File: src/cdtc_pkg.sv
// Package: item types, register map, step and speed codes for the clamp drive controller.
`default_nettype none
package cdtc_pkg;

  localparam int CfgIdxW  = 3;
  localparam int CfgDataW = 32;

  localparam logic [CfgIdxW-1:0] CFG_CLAMPING_TORQUE  = 3'd0;
  localparam logic [CfgIdxW-1:0] CFG_OPENING_DISTANCE = 3'd1;
  localparam logic [CfgIdxW-1:0] CFG_IN_POS_TOLERANCE = 3'd2;
  localparam logic [CfgIdxW-1:0] CFG_TEACH_TORQUE     = 3'd3;
  localparam logic [CfgIdxW-1:0] CFG_TORQUE_GAIN      = 3'd4;
  localparam logic [CfgIdxW-1:0] CFG_SETTLE_TICKS     = 3'd5;

  localparam logic [16:0] CMP_STOP = 17'd64000;
  localparam logic [16:0] CMP_RUN  = 17'd72000;

  localparam logic DIR_IN  = 1'b0;
  localparam logic DIR_OUT = 1'b1;

  localparam logic [2:0] STEP_ENTER = 3'd0;
  localparam logic [2:0] STEP_READY = 3'd1;
  localparam logic [2:0] STEP_IN    = 3'd2;
  localparam logic [2:0] STEP_OUT   = 3'd3;
  localparam logic [2:0] STEP_END   = 3'd4;

  typedef struct packed {
    logic [15:0] clamping_torque;
    logic [31:0] opening_distance;
    logic [15:0] in_pos_tolerance;
    logic [14:0] teach_torque;
    logic [7:0]  torque_gain;
    logic [9:0]  settle_ticks;
  } cfg_t;

  typedef struct packed {
    logic        enable;
    logic        stop_req;
    logic        teach_req;
    logic        close_req;
    logic        open_req;
    logic        end_switch;
    logic [31:0] position;
    logic [11:0] motor_current;
  } in_item_t;

  typedef struct packed {
    logic [16:0] speed_compare;
    logic        move_out;
    logic        encoder_reset;
    logic        in_position;
    logic        is_open;
    logic        is_closed;
    logic        clear_move_cmd;
    logic        clear_teach_cmd;
    logic        teach_active;
    logic [2:0]  teach_step;
  } out_item_t;

endpackage
`default_nettype wire

File: src/cdtc_chan_if.sv
// Valid/ready channel interface carrying one item per handshake.
`default_nettype none
interface cdtc_chan_if #(
  parameter type item_t = logic
);
  logic  valid;
  logic  ready;
  item_t data;

  modport source (output valid, output data, input ready);
  modport sink   (input valid, input data, output ready);
endinterface
`default_nettype wire

File: src/cdtc_cfg.sv
// Configuration register file with write decode and reset values.
`default_nettype none
module cdtc_cfg
  import cdtc_pkg::*;
(
  input  wire logic                clk_i,
  input  wire logic                rst_ni,
  input  wire logic                we_i,
  input  wire logic [CfgIdxW-1:0]  idx_i,
  input  wire logic [CfgDataW-1:0] wdata_i,
  output cfg_t                     cfg_o
);

  cfg_t cfg_q;

  always_ff @(posedge clk_i or negedge rst_ni) begin
    if (!rst_ni) begin
      cfg_q.clamping_torque  <= 16'd1000;
      cfg_q.opening_distance <= 32'd0;
      cfg_q.in_pos_tolerance <= 16'd100;
      cfg_q.teach_torque     <= 15'd500;
      cfg_q.torque_gain      <= 8'd1;
      cfg_q.settle_ticks     <= 10'd50;
    end else if (we_i) begin
      case (idx_i)
        CFG_CLAMPING_TORQUE:  cfg_q.clamping_torque  <= wdata_i[15:0];
        CFG_OPENING_DISTANCE: cfg_q.opening_distance <= wdata_i;
        CFG_IN_POS_TOLERANCE: cfg_q.in_pos_tolerance <= wdata_i[15:0];
        CFG_TEACH_TORQUE:     cfg_q.teach_torque     <= wdata_i[14:0];
        CFG_TORQUE_GAIN:      cfg_q.torque_gain      <= wdata_i[7:0];
        CFG_SETTLE_TICKS:     cfg_q.settle_ticks     <= wdata_i[9:0];
        default: ;
      endcase
    end
  end

  assign cfg_o = cfg_q;

endmodule
`default_nettype wire

File: src/cdtc_core.sv
// Control tick logic: operating and teach state, drive decisions and result item.
`default_nettype none
module cdtc_core
  import cdtc_pkg::*;
#(
  parameter int POSITION_WIDTH = 32
) (
  input  wire logic     clk_i,
  input  wire logic     rst_ni,
  input  wire logic     step_i,
  input  wire cfg_t     cfg_i,
  input  wire in_item_t item_i,
  output out_item_t     res_o
);

  localparam int PosW = POSITION_WIDTH;
  localparam int WinW = 34;

  logic                   mode_q, mode_d;
  logic [2:0]             sn_q, sn_d;
  logic [2:0]             snx_q, snx_d;
  logic signed [PosW-1:0] home_q, home_d;
  logic signed [PosW-1:0] prev_q, prev_d;
  logic [9:0]             cnt_q, cnt_d;
  logic                   armed_q, armed_d;
  logic [16:0]            cmp_q, cmp_d;
  logic                   dir_q, dir_d;
  logic                   ip_q, ip_d;
  logic                   op_q, op_d;
  logic                   cl_q, cl_d;

  logic signed [PosW-1:0] pos_in;
  logic [19:0]            torque;
  logic                   over_clamp, over_teach, over_teach2;
  logic signed [WinW-1:0] pos_w, win_hi, win_lo;

  assign pos_in      = $signed(item_i.position[PosW-1:0]);
  assign torque      = {8'd0, item_i.motor_current} * {12'd0, cfg_i.torque_gain};
  assign over_clamp  = torque > {4'd0, cfg_i.clamping_torque};
  assign over_teach  = torque > {5'd0, cfg_i.teach_torque};
  assign over_teach2 = torque > {4'd0, cfg_i.teach_torque, 1'b0};
  assign pos_w       = WinW'(pos_in);
  assign win_hi      = WinW'($signed(cfg_i.opening_distance)) + $signed({18'd0, cfg_i.in_pos_tolerance});
  assign win_lo      = WinW'($signed(cfg_i.opening_distance)) - $signed({18'd0, cfg_i.in_pos_tolerance});

  always_comb begin
    logic signed [PosW-1:0] pos_v;
    logic [9:0]             s_cnt;
    logic                   s_done;
    logic [9:0]             s_next;
    logic                   do_home;
    logic                   home_done;
    logic                   enc, mv, tc;

    mode_d    = mode_q;
    sn_d      = sn_q;
    snx_d     = snx_q;
    home_d    = home_q;
    prev_d    = prev_q;
    cnt_d     = cnt_q;
    armed_d   = armed_q;
    cmp_d     = cmp_q;
    dir_d     = dir_q;
    ip_d      = ip_q;
    op_d      = op_q;
    cl_d      = cl_q;
    pos_v     = pos_in;
    enc       = 1'b0;
    mv        = 1'b0;
    tc        = 1'b0;
    do_home   = 1'b0;
    home_done = 1'b0;
    s_cnt     = '0;
    s_done    = 1'b0;
    s_next    = '0;

    if (!item_i.enable || item_i.stop_req) begin
      cmp_d = CMP_STOP;
    end else begin
      if (item_i.teach_req) begin
        tc      = 1'b1;
        home_d  = '0;
        prev_d  = '0;
        sn_d    = STEP_ENTER;
        snx_d   = STEP_ENTER;
        armed_d = 1'b0;
        mode_d  = 1'b1;
      end
      // settle delay as it would advance if used this tick
      s_cnt  = armed_d ? cnt_q : cfg_i.settle_ticks;
      s_done = (s_cnt == 10'd0);
      s_next = s_done ? 10'd0 : s_cnt - 10'd1;

      if (mode_d) begin
        sn_d = snx_d;
        case (sn_d)
          STEP_ENTER: begin
            if (!item_i.end_switch) snx_d = STEP_READY;
          end
          STEP_READY: begin
            if (item_i.end_switch) begin
              enc    = 1'b1;
              home_d = '0;
              pos_v  = '0;
              prev_d = '0;
              snx_d  = STEP_OUT;
            end
          end
          STEP_IN: begin
            if (item_i.end_switch) begin
              cnt_d   = s_next;
              armed_d = 1'b1;
              if (s_done && over_teach) begin
                cmp_d   = CMP_STOP;
                home_d  = -pos_v;
                armed_d = 1'b0;
                enc     = 1'b1;
                tc      = 1'b1;
                snx_d   = STEP_END;
              end else begin
                dir_d = DIR_IN;
                cmp_d = CMP_RUN;
              end
            end else begin
              cmp_d = CMP_STOP;
              if (pos_v == prev_d) begin
                cnt_d   = s_next;
                armed_d = 1'b1;
                if (s_done) begin
                  armed_d = 1'b0;
                  snx_d   = STEP_OUT;
                end
              end
            end
          end
          STEP_OUT: begin
            if (item_i.end_switch) begin
              cmp_d = CMP_STOP;
              if (pos_v == prev_d) begin
                cnt_d   = s_next;
                armed_d = 1'b1;
                if (s_done) begin
                  armed_d = 1'b0;
                  snx_d   = STEP_IN;
                end
              end
            end else begin
              do_home = 1'b1;
            end
          end
          STEP_END: begin
            do_home = 1'b1;
          end
          default: ;
        endcase

        // drive back toward home position
        if (do_home) begin
          if (pos_v <= home_d) begin
            cmp_d     = CMP_STOP;
            armed_d   = 1'b0;
            home_done = 1'b1;
          end else begin
            cnt_d   = s_next;
            armed_d = 1'b1;
            if (s_done && over_teach2) begin
              cmp_d     = CMP_STOP;
              armed_d   = 1'b0;
              home_done = 1'b1;
            end else begin
              dir_d = DIR_OUT;
              cmp_d = CMP_RUN;
            end
          end
        end
        if (home_done && (sn_d == STEP_END)) mode_d = 1'b0;
        prev_d = pos_v;
      end else begin
        if (item_i.close_req) begin
          if (over_clamp) begin
            ip_d  = 1'b1;
            cl_d  = 1'b1;
            op_d  = 1'b0;
            mv    = 1'b1;
            cmp_d = CMP_STOP;
          end else begin
            dir_d = DIR_IN;
            cmp_d = CMP_RUN;
          end
        end else if (item_i.open_req) begin
          if (pos_w > win_lo) begin
            if (over_clamp) begin
              cmp_d = CMP_STOP;
            end else begin
              dir_d = DIR_OUT;
              cmp_d = CMP_RUN;
            end
          end
          if (pos_w > win_hi) begin
            if (over_clamp) begin
              cmp_d = CMP_STOP;
            end else begin
              dir_d = DIR_IN;
              cmp_d = CMP_RUN;
            end
          end
          if ((pos_w < win_hi) && (pos_w > win_lo)) begin
            ip_d  = 1'b1;
            op_d  = 1'b1;
            cl_d  = 1'b0;
            mv    = 1'b1;
            cmp_d = CMP_STOP;
          end
        end else begin
          cmp_d = CMP_STOP;
        end
      end
    end

    res_o.speed_compare   = cmp_d;
    res_o.move_out        = dir_d;
    res_o.encoder_reset   = enc;
    res_o.in_position     = ip_d;
    res_o.is_open         = op_d;
    res_o.is_closed       = cl_d;
    res_o.clear_move_cmd  = mv;
    res_o.clear_teach_cmd = tc;
    res_o.teach_active    = mode_d;
    res_o.teach_step      = sn_d;
  end

  always_ff @(posedge clk_i or negedge rst_ni) begin
    if (!rst_ni) begin
      mode_q  <= 1'b0;
      sn_q    <= STEP_ENTER;
      snx_q   <= STEP_ENTER;
      home_q  <= '0;
      prev_q  <= '0;
      cnt_q   <= '0;
      armed_q <= 1'b0;
      cmp_q   <= CMP_STOP;
      dir_q   <= DIR_IN;
      ip_q    <= 1'b0;
      op_q    <= 1'b0;
      cl_q    <= 1'b0;
    end else if (step_i) begin
      mode_q  <= mode_d;
      sn_q    <= sn_d;
      snx_q   <= snx_d;
      home_q  <= home_d;
      prev_q  <= prev_d;
      cnt_q   <= cnt_d;
      armed_q <= armed_d;
      cmp_q   <= cmp_d;
      dir_q   <= dir_d;
      ip_q    <= ip_d;
      op_q    <= op_d;
      cl_q    <= cl_d;
    end
  end

endmodule
`default_nettype wire

File: src/clamp_drive_teach_controller_unit.sv
// Top level: input register, control tick core, result register and config port.
//
//  channel   dir  payload     handshake
//  in_i      in   in_item_t   valid/ready
//  out_o     out  out_item_t  valid/ready
//  cfg       in   idx, data   cfg_we_i, no wait
//
// Each item passes the input register, then the combinational tick logic into the
// result register; one item per cycle sustained while the output is not stalled.
// The input register takes a new item while the result register drains.
// A stalled output holds the result and blocks the input stage only when full.
// Reset clears handshake state, drive state and config to their reset values.
`default_nettype none
module clamp_drive_teach_controller_unit
  import cdtc_pkg::*;
#(
  parameter int POSITION_WIDTH = 32
) (
  input  wire logic                clk_i,
  input  wire logic                rst_ni,
  cdtc_chan_if.sink                in_i,
  cdtc_chan_if.source              out_o,
  input  wire logic                cfg_we_i,
  input  wire logic [CfgIdxW-1:0]  cfg_idx_i,
  input  wire logic [CfgDataW-1:0] cfg_wdata_i
);

  cfg_t      cfg;
  logic      in_vq;
  in_item_t  in_dq;
  logic      out_vq;
  out_item_t out_dq;
  out_item_t res;
  logic      adv;

  assign adv         = in_vq && (!out_vq || out_o.ready);
  assign in_i.ready  = !in_vq || adv;
  assign out_o.valid = out_vq;
  assign out_o.data  = out_dq;

  cdtc_cfg u_cfg (
    .clk_i   (clk_i),
    .rst_ni  (rst_ni),
    .we_i    (cfg_we_i),
    .idx_i   (cfg_idx_i),
    .wdata_i (cfg_wdata_i),
    .cfg_o   (cfg)
  );

  cdtc_core #(
    .POSITION_WIDTH (POSITION_WIDTH)
  ) u_core (
    .clk_i  (clk_i),
    .rst_ni (rst_ni),
    .step_i (adv),
    .cfg_i  (cfg),
    .item_i (in_dq),
    .res_o  (res)
  );

  always_ff @(posedge clk_i or negedge rst_ni) begin
    if (!rst_ni) begin
      in_vq  <= 1'b0;
      out_vq <= 1'b0;
    end else begin
      if (in_i.ready) in_vq <= in_i.valid;
      if (adv) begin
        out_vq <= 1'b1;
      end else if (out_o.ready) begin
        out_vq <= 1'b0;
      end
    end
  end

  always_ff @(posedge clk_i) begin
    if (in_i.valid && in_i.ready) in_dq <= in_i.data;
    if (adv) out_dq <= res;
  end

  a_adv_fills: assert property (@(posedge clk_i) disable iff (!rst_ni)
    adv |=> out_vq)
    else $error("tick result not registered");

  a_speed_code: assert property (@(posedge clk_i) disable iff (!rst_ni)
    out_vq |-> (out_dq.speed_compare == CMP_STOP || out_dq.speed_compare == CMP_RUN))
    else $error("speed compare not a valid code");

  a_status_excl: assert property (@(posedge clk_i) disable iff (!rst_ni)
    out_vq |-> !(out_dq.is_open && out_dq.is_closed))
    else $error("open and closed both set");

  a_enc_teach: assert property (@(posedge clk_i) disable iff (!rst_ni)
    (out_vq && out_dq.encoder_reset) |-> out_dq.teach_active)
    else $error("encoder reset outside teach");

  a_move_op: assert property (@(posedge clk_i) disable iff (!rst_ni)
    (out_vq && out_dq.clear_move_cmd) |-> !out_dq.teach_active)
    else $error("move clear during teach");

endmodule
`default_nettype wire

File: src/flat_wrapper.sv
// flat-port wrapper written by rule: the top's interface ports become plain ports
module clamp_drive_teach_controller_unit_flat import cdtc_pkg::*;
#(
  parameter int POSITION_WIDTH = 32
)
  (clk_i, rst_ni, cfg_we_i, cfg_idx_i, cfg_wdata_i, in_i_valid, in_i_data, in_i_ready, out_o_valid, out_o_data, out_o_ready);
  cdtc_chan_if #(.item_t(in_item_t)) in_i_i ();
  cdtc_chan_if #(.item_t(out_item_t)) out_o_i ();
  input  wire logic clk_i;
  input  wire logic rst_ni;
  input  wire logic cfg_we_i;
  input  wire logic [CfgIdxW-1:0] cfg_idx_i;
  input  wire logic [CfgDataW-1:0] cfg_wdata_i;
  input wire logic [$bits(in_i_i.valid)-1:0] in_i_valid;
  input wire logic [$bits(in_i_i.data)-1:0] in_i_data;
  output wire logic [$bits(in_i_i.ready)-1:0] in_i_ready;
  output wire logic [$bits(out_o_i.valid)-1:0] out_o_valid;
  output wire logic [$bits(out_o_i.data)-1:0] out_o_data;
  input wire logic [$bits(out_o_i.ready)-1:0] out_o_ready;
  assign in_i_i.valid = in_i_valid;
  assign in_i_i.data = in_i_data;
  assign in_i_ready = in_i_i.ready;
  assign out_o_valid = out_o_i.valid;
  assign out_o_data = out_o_i.data;
  assign out_o_i.ready = out_o_ready;
  clamp_drive_teach_controller_unit #(.POSITION_WIDTH(POSITION_WIDTH)) u_core (.clk_i(clk_i), .rst_ni(rst_ni), .in_i(in_i_i), .out_o(out_o_i), .cfg_we_i(cfg_we_i), .cfg_idx_i(cfg_idx_i), .cfg_wdata_i(cfg_wdata_i));
endmodule
File: config.mk
export PLATFORM = sky130hd
export DESIGN_NAME = clamp_drive_teach_controller_unit_flat
export DESIGN_NICKNAME = d
export VERILOG_FILES = /design/src/cdtc_pkg.sv /design/src/cdtc_chan_if.sv /design/src/cdtc_cfg.sv /design/src/cdtc_core.sv /design/src/clamp_drive_teach_controller_unit.sv /design/src/flat_wrapper.sv
export SDC_FILE = /design/constraint.sdc
export NUM_CORES = 1
export LEC_CHECK = 0
export BUFFER_PORTS_ARGS = -buffer_cell sky130_fd_sc_hd__clkbuf_2
export CORE_ASPECT_RATIO = 1.5
export CORE_MARGIN = 2
export CORE_UTILIZATION = 45
export CTS_CLUSTER_SIZE = 25
export DETAILED_ROUTE_END_ITERATION = 10
export GPL_ROUTABILITY_DRIVEN = 1
export SETUP_SLACK_MARGIN = 0.05
export SLEW_MARGIN = 20
export SYNTH_ARGS = -nofsm -noshare
export SYNTH_HDL_FRONTEND = slang
export SYNTH_SLANG_ARGS = --single-unit
export TNS_END_PERCENT = 20
File: constraint.sdc
create_clock -name clk_i -period 12.3 [get_ports clk_i]
set_input_delay 1.23 -clock clk_i [delete_from_list [all_inputs] [get_ports clk_i]]
set_output_delay 1.23 -clock clk_i [all_outputs]
set_load 0.005 [all_outputs]
Word level (Yosys, flattened, before mapping)
Cells that the tools add are included.
Word-level totals
  output and inout bits: 30
  memories: 0
  bits of input ports: 90
  bits in registers: 280
  latch bits: 0
  memory bits (read-only): 0
  RAM bits: 0
Operators by class
  order comparisons: 7
  $add $sub $neg: 4
  shift-type cells: 0
  multiply operators: 1
  bitwise logic cells: 2
  multiplexer cells: 128
  reduce and logical (&&, ||, !) cells: 26
  div/mod/pow operators: 0
  eq/ne operators: 10
Operators by type and width (number)
  two-way mux 32 bit: 14
  two-way mux 17 bit: 14
  two-way mux 1 bit: 71
  two-way mux 10 bit: 7
  > comparator 32 x 33 -> 1 bit: 2
  one-hot mux 32 bit (2 select lines): 1
  two-way mux 3 bit: 15
  > comparator 20 x 16 -> 1 bit: 2
  one-hot mux 17 bit (2 select lines): 1
  adder 32 x 17 -> 33 bit: 1
  less-than comparator 32 x 33 -> 1 bit: 1
  subtractor 32 x 17 -> 33 bit: 1
  == test 32 bit: 1
  less-or-equal comparator 32 bit: 1
  negator 32 bit: 1
  > comparator 20 x 15 -> 1 bit: 1
  multiplier 12 x 8 -> 20 bit: 1
  one-hot mux 10 bit (2 select lines): 1
  AND reduction 2 bit: 7
  == test 3 x 2 -> 1 bit (second input constant): 4
  one-hot mux 3 bit (4 select lines): 1
  zero test 10 bit: 1
  subtractor 10 x 1 -> 10 bit (second input constant): 1
  == test 3 bit (second input constant): 3
  other kinds (10): 25

Depth between registers and ports, before layout
  depth in word-level cells: 20
  gate-level depth with buffers: 38
  mapped depth without buffers: 36

Hierarchy
From an unflattened synthesis, not the netlist that was laid out.
Second synthesis, totals
  cell total of the unflattened synthesis: 2175
  area total of the unflattened synthesis: 21575.7 sq um
By module, submodules not included
  cdtc_core: seq. area each 2585.0 sq um, times used 1, area an instance 15412.3 sq um, cells each 1879
  cdtc_cfg: seq. area each 2451.1 sq um, times used 1, area an instance 3717.3 sq um, cells each 210
  clamp_drive_teach_controller_unit: seq. area each 2392.3 sq um, times used 1, area an instance 2446.1 sq um, cells each 86

Worst setup path before layout
No wires, ideal clock.
  kind: reg2reg
  start point: reg u_core.u_cfg.cfg_q (netlist bit u_core.u_cfg.cfg_o[17])
  end point: reg u_core.u_core.cnt_q[2]
  path buffers: 3
  slack: 3.470 ns
  period minus slack after synthesis: 8.830 ns
  data arrival time: 8.709 ns
  stages on the path, launching flop included: 38
  path through: dfrtp_1 > clkbuf_1 > nand2_1 > fa_1 > fa_1 > inv_1 > fa_1 > inv_1 > fa_1 > inv_1 > ha_1 > nor2_1 > o21ai_0 > nand2_1 > o21ai_0 > xor2_1 > ha_1 > nand2_1 > [2 not listed] > a2111oi_0 > o22ai_1 > o31a_1 > and2_1 > clkbuf_1 > clkbuf_1 > a21oi_1 > ha_1 > a211o_1 > o211ai_1 > a31oi_1 > o41a_1 > o2111a_1 > nor3_1 > a21oi_1 > and2_1 > a221o_1 > a32o_1
Between the ends
  cells in the longest elaborated chain, start to end: 11
Ends and longest elaborated chain
  start, declared: line cdtc_cfg.sv:14  | cfg_t cfg_q;
  multiplier 12 x 8 -> 20 bit: line cdtc_core.sv:38  | assign torque = {8'd0, item_i.motor_current} * {12'd0, cfg_i.torque_gain};
  > comparator 20 x 15 -> 1 bit: line cdtc_core.sv:40  | assign over_teach = torque > {5'd0, cfg_i.teach_torque};
  logical AND 1 bit: line cdtc_core.sv:113  | if (s_done && over_teach) begin
  two-way mux 32 bit: line cdtc_core.sv:113
  two-way mux 32 bit: line cdtc_core.sv:110  | if (item_i.end_switch) begin
  one-hot mux 32 bit (2 select lines): line cdtc_core.sv:96  | case (sn_d)
  two-way mux 32 bit: line cdtc_core.sv:94  | if (mode_d) begin
  two-way mux 32 bit: line cdtc_core.sv:77  | if (!item_i.enable || item_i.stop_req) begin
  less-or-equal comparator 32 bit: line cdtc_core.sv:159  | if (pos_v <= home_d) begin
  two-way mux 10 bit: line cdtc_core.sv:159
  two-way mux 10 bit: line cdtc_core.sv:158  | if (do_home) begin
  end signal, assigned: line cdtc_core.sv:252  | cnt_q <= cnt_d;
  end, declared: line cdtc_core.sv:24  | logic [9:0] cnt_q, cnt_d;
No other way between the ends. The select of a mux whose other input is x is not followed.
A chain may end at the register's enable or synchronous reset.

Worst setup path after layout
  start point: reg u_core.u_cfg.cfg_q (netlist bit u_core.u_cfg.cfg_o[17])
  end point: reg u_core.u_core.cnt_q[3]
Same word-level chain as after synthesis.

==> metrics.md <==
| Metric | Value |
|---|---|
| Startpoint types | flip-flop |
| Initial antenna violation count | 1 |
| Hold path depth | 1 |
| Final setup vio count | 0 |
| Asr flop ratio synth | 72.1% |
| M1 WL | 22,700 um |
| RR Startpoint | u_core.u_cfg.cfg_o[17]$_DFFE_PN0P_ |
| Flop pwr share | 21.0% |
| Maxcap violations | 0 |
| Hold Buf Count CTS | 0 |
| Yosys warning count | 0 |
| Highest routed layer | met4 |
| Post-DP HPWL | 46,100 um |
| Fin Hold WS | 0.459 ns |
| Largest net degree at the start of global routing | 76 |
| Crit path max-delay cell type | fa_1 |
| WL met2 | 32,200 um |
| Sw Share | 46.3% |
| Gr usage total | 24.6% |
| Synth area leaders | dfrtp_1 (21%), ha_1 (13%), edfxtp_1 (11%), fa_1 (5.8%), mux2_2 (4.9%) |
| CTS root buf | clkbuf_16 |
| Crit share post-route | 86.1% |
| Worst Hold Path EP | u_core.u_core.ip_q$_DFFE_PN0P_ |
| Clk sinks | 280 |
| Worst-path clk slew | 0.07 ns |
| Worst r2r dst | u_core.u_core.cnt_q[3]$_DFFE_PN0P_ |
| Hold Path Class | reg -> reg |
| Final nets | 2,680 |
| Detail Route Antenna Nets | 0 |
| Max Slew Vio Count | 0 |
| Logic pwr share | 62.7% |
| I/O Buffers | 119 |
| Total power | 6.20 mW |
| Area fraction of the dominant cell type after synthesis | 20.8% |
| Final hold vios | 0 |
| Critical Path Max Stage Delay | 0.55 ns |
| Internal | 3.33 mW |
| Initial Util | 45.7% |
| Critical Path AT | 11.09 ns |
| # rows | 97 |
| Post-synth EDFFs | 78 |
| Via density | 5.76 |
| Pwr Density | 263 nW/um^2 |
| Layout cells sized above 1 | 14.8% |
| Clock Skew | 0.0306 ns |
| Synth cell count leaders | ha_1 (218), nand2_1 (188), dfrtp_1 (177) |
| Inserted Clock Buffers | 31 |
| H-tree depth | 1 |
| Area leader, netlist | dfrtp_1 |
| Status | finished clean |
| Leak | 10.3 nW |
| Core box area | 46,700 um^2 |
| Critical path type | reg -> reg |
| NetSw | 2.87 mW |
| Fin area | 23,600 um^2 |
| Pre-CTS setup slack | 1.79 ns |
| Syn Std Cell Area | 21,300 um^2 |
| PnR worst setup slack | 1.71 ns |
| Mapped Nets | 2,601 |
| Gr ovfl total | 0 |
| Flop-to-flop setup slack | 1.71 ns |
| Peak supply drop | 0.386 mV |
| Fin crit period | 10.59 ns |
| Post CTS Setup Buffer Count | 0 |
| DRT Wirelength | 59,800 um |
| Drt pass-1 iters | 8 |
| RSZ-0062 raised after global routing | false |
| WP data required | 12.80 ns |
| Placement-stage cell area | 22,500 um^2 |
| First-pass GRT wire length | 95,000 um |
| R2R depth | 34 |
| Top-count cell post-synth | ha_1 |
| Actual slew at the worst max-slew pin | 1.02 ns |
| Bufs on Longest Clock Path | 3 |
| Synth Register Bits | 280 |
| Mean post-synth cell area | 9.56 um^2 |
| Diode count | 0 |
| Post-Synthesis Cells | 2,231 |
| Routability cong. | 0.931 |
| Crit-path max FO | 16 |
| Fmax | 94.5 MHz |
| Die ar. | 49,200 um^2 |
| Die X-Extent | 182 um |
| Worst skew pair latency | 0.62 ns |
| CP endpoint kind | flip-flop |
| Sequential area share after synthesis | 34.8% |
| Count of cell types in the netlist | 84 |
| Vias in the first global route | 17,454 |
| WL met3 | 2050 um |
| Prevailing post-synth register cell | dfrtp_1 |
| Hold_sp | u_core.u_core.ip_q$_DFFE_PN0P_ |
| Area growth syn-to-layout | 10.7% |
| Resized Gates After CTS | 0 |
| Setup TNS | 0 ns |
| Fill count | 4,298 |
| Iteration-0 DRC Markers | 957 |
| Wirelength per Cell | 20.4 um |
| Vias | 16,860 |
| CTS tree | built |
| Drt drc | 0 |
| Die height | 271 um |
| Clock power share | 16.4% |
| # IOs | 120 |
| Slew Limit Headroom | 31.6% |
-- registers in the layout, summed over array words and instances (netlist names), 10 cells and up --
name and flops:
u_core.out_o.data 28, u_core.u_core.home_q 32, u_core.u_core.cmp_q 17, u_core.u_cfg.cfg_o 97
u_core.in_dq 50, u_core.u_core.cnt_q 10, u_core.u_core.prev_q 32
-- cells in the final DEF (no fill, tap or decap), drive strengths merged, types with 41 or more instances in the layout --
| cell | instances |
|---|---|
| inv | 178 |
| and2 | 104 |
| nor2 | 136 |
| o21ai | 119 |
| a21oi | 131 |
| fa | 62 |
| ha | 218 |
| edfxtp | 78 |
| xnor2 | 82 |
| and3 | 44 |
| clkbuf | 162 |
| mux2 | 92 |
| dfrtp | 177 |
| nor3 | 41 |
| nand2 | 188 |
-- power by group through the flow --
stage / sequential, mW / clock [mW] / combinational, mW
6_report: 1.30 / 1.02 / 3.89
2_1_floorplan: 1.23 / 0 / 2.86
3_3_place_gp: 1.31 / 0 / 3.74
3_5_place_dp: 1.32 / 0 / 3.84
4_1_cts: 1.30 / 1.04 / 3.87
5_1_grt: 1.32 / 1.08 / 4.39
-- per-layer routing --
| metal | vias up | track usage (%) |
|---|---|---|
| met4 | 0 | 11.3 |
| met1 | 8273 | 26.6 |
| met5 | - | 0 |
| met2 | 371 | 47.4 |
| li1 | 8087 | - |
| met3 | 129 | 2.52 |
-- kinds of logic (layout without fill, tap and decap cells) --
| group | Yosys count | after routing | share of synthesized area, % |
|---|---|---|---|
| muxes | 99 | 99 | 5.18 |
| buffers and inverters | 267 | 371 | 4.76 |
| and+or+nand+nor | 705 | 705 | 17.0 |
| DFF | 280 | 280 | 34.8 |
| xor gates and xnor gates | 116 | 116 | 4.76 |
| AOI/OAI and AO/OA | 484 | 484 | 14.8 |
| adders and majority gates | 280 | 280 | 18.6 |
-- how the worst max path moves through the flow --
stage	slack, ns	startpoint	endpoint
after floorplan	3.47	u_core.u_cfg.cfg_o[17]$_DFFE_PN0P_	u_core.u_core.cnt_q[2]$_DFFE_PN0P_
after global placement	1.96	u_core.in_dq[2]$_DFFE_PP_	u_core.u_core.cnt_q[3]$_DFFE_PN0P_
after detailed placement	1.79	u_core.u_cfg.cfg_o[16]$_DFFE_PN0P_	u_core.u_core.cnt_q[2]$_DFFE_PN0P_
after CTS	1.78	u_core.u_cfg.cfg_o[16]$_DFFE_PN0P_	u_core.u_core.cnt_q[2]$_DFFE_PN0P_
after global routing	0.96	u_core.u_cfg.cfg_o[17]$_DFFE_PN0P_	u_core.u_core.cnt_q[2]$_DFFE_PN0P_
final	1.71	u_core.u_cfg.cfg_o[17]$_DFFE_PN0P_	u_core.u_core.cnt_q[3]$_DFFE_PN0P_
-- layout make-up --
| cell class | count | area (um^2) | share of cell area, % |
|---|---|---|---|
| Clock inverter | 15 | 213 | 0.901 |
| Sequential cell | 280 | 7430 | 31.5 |
| Timing Repair Buffer | 139 | 754 | 3.20 |
| Inverter | 174 | 653 | 2.77 |
| Tap cell | 594 | 743 | 3.15 |
| Clock buffer | 43 | 893 | 3.78 |
| Multi-Input combinational cell | 1684 | 12900 | 54.7 |
-- worst max-delay path, delay by kind of cell, from the launching register on --
family                     cells  cell delay, ns
and+or+nand+nor                9            2.08
xor gates and xnor gates       1            0.32
adders and majority gates      7            3.15
AOI/OAI and AO/OA             14            4.02
buffers and inverters          3            0.38
DFF                            1            0.51
-- stage by stage --
step                      utilization, %  instances
after floorplan                        -       2231
after global placement              48.2       2871
after detailed placement            48.2       2871
after CTS                           50.5       2929
after global routing                50.5       2929
final                               50.5       2929
Power figures use the tool's default switching activity.
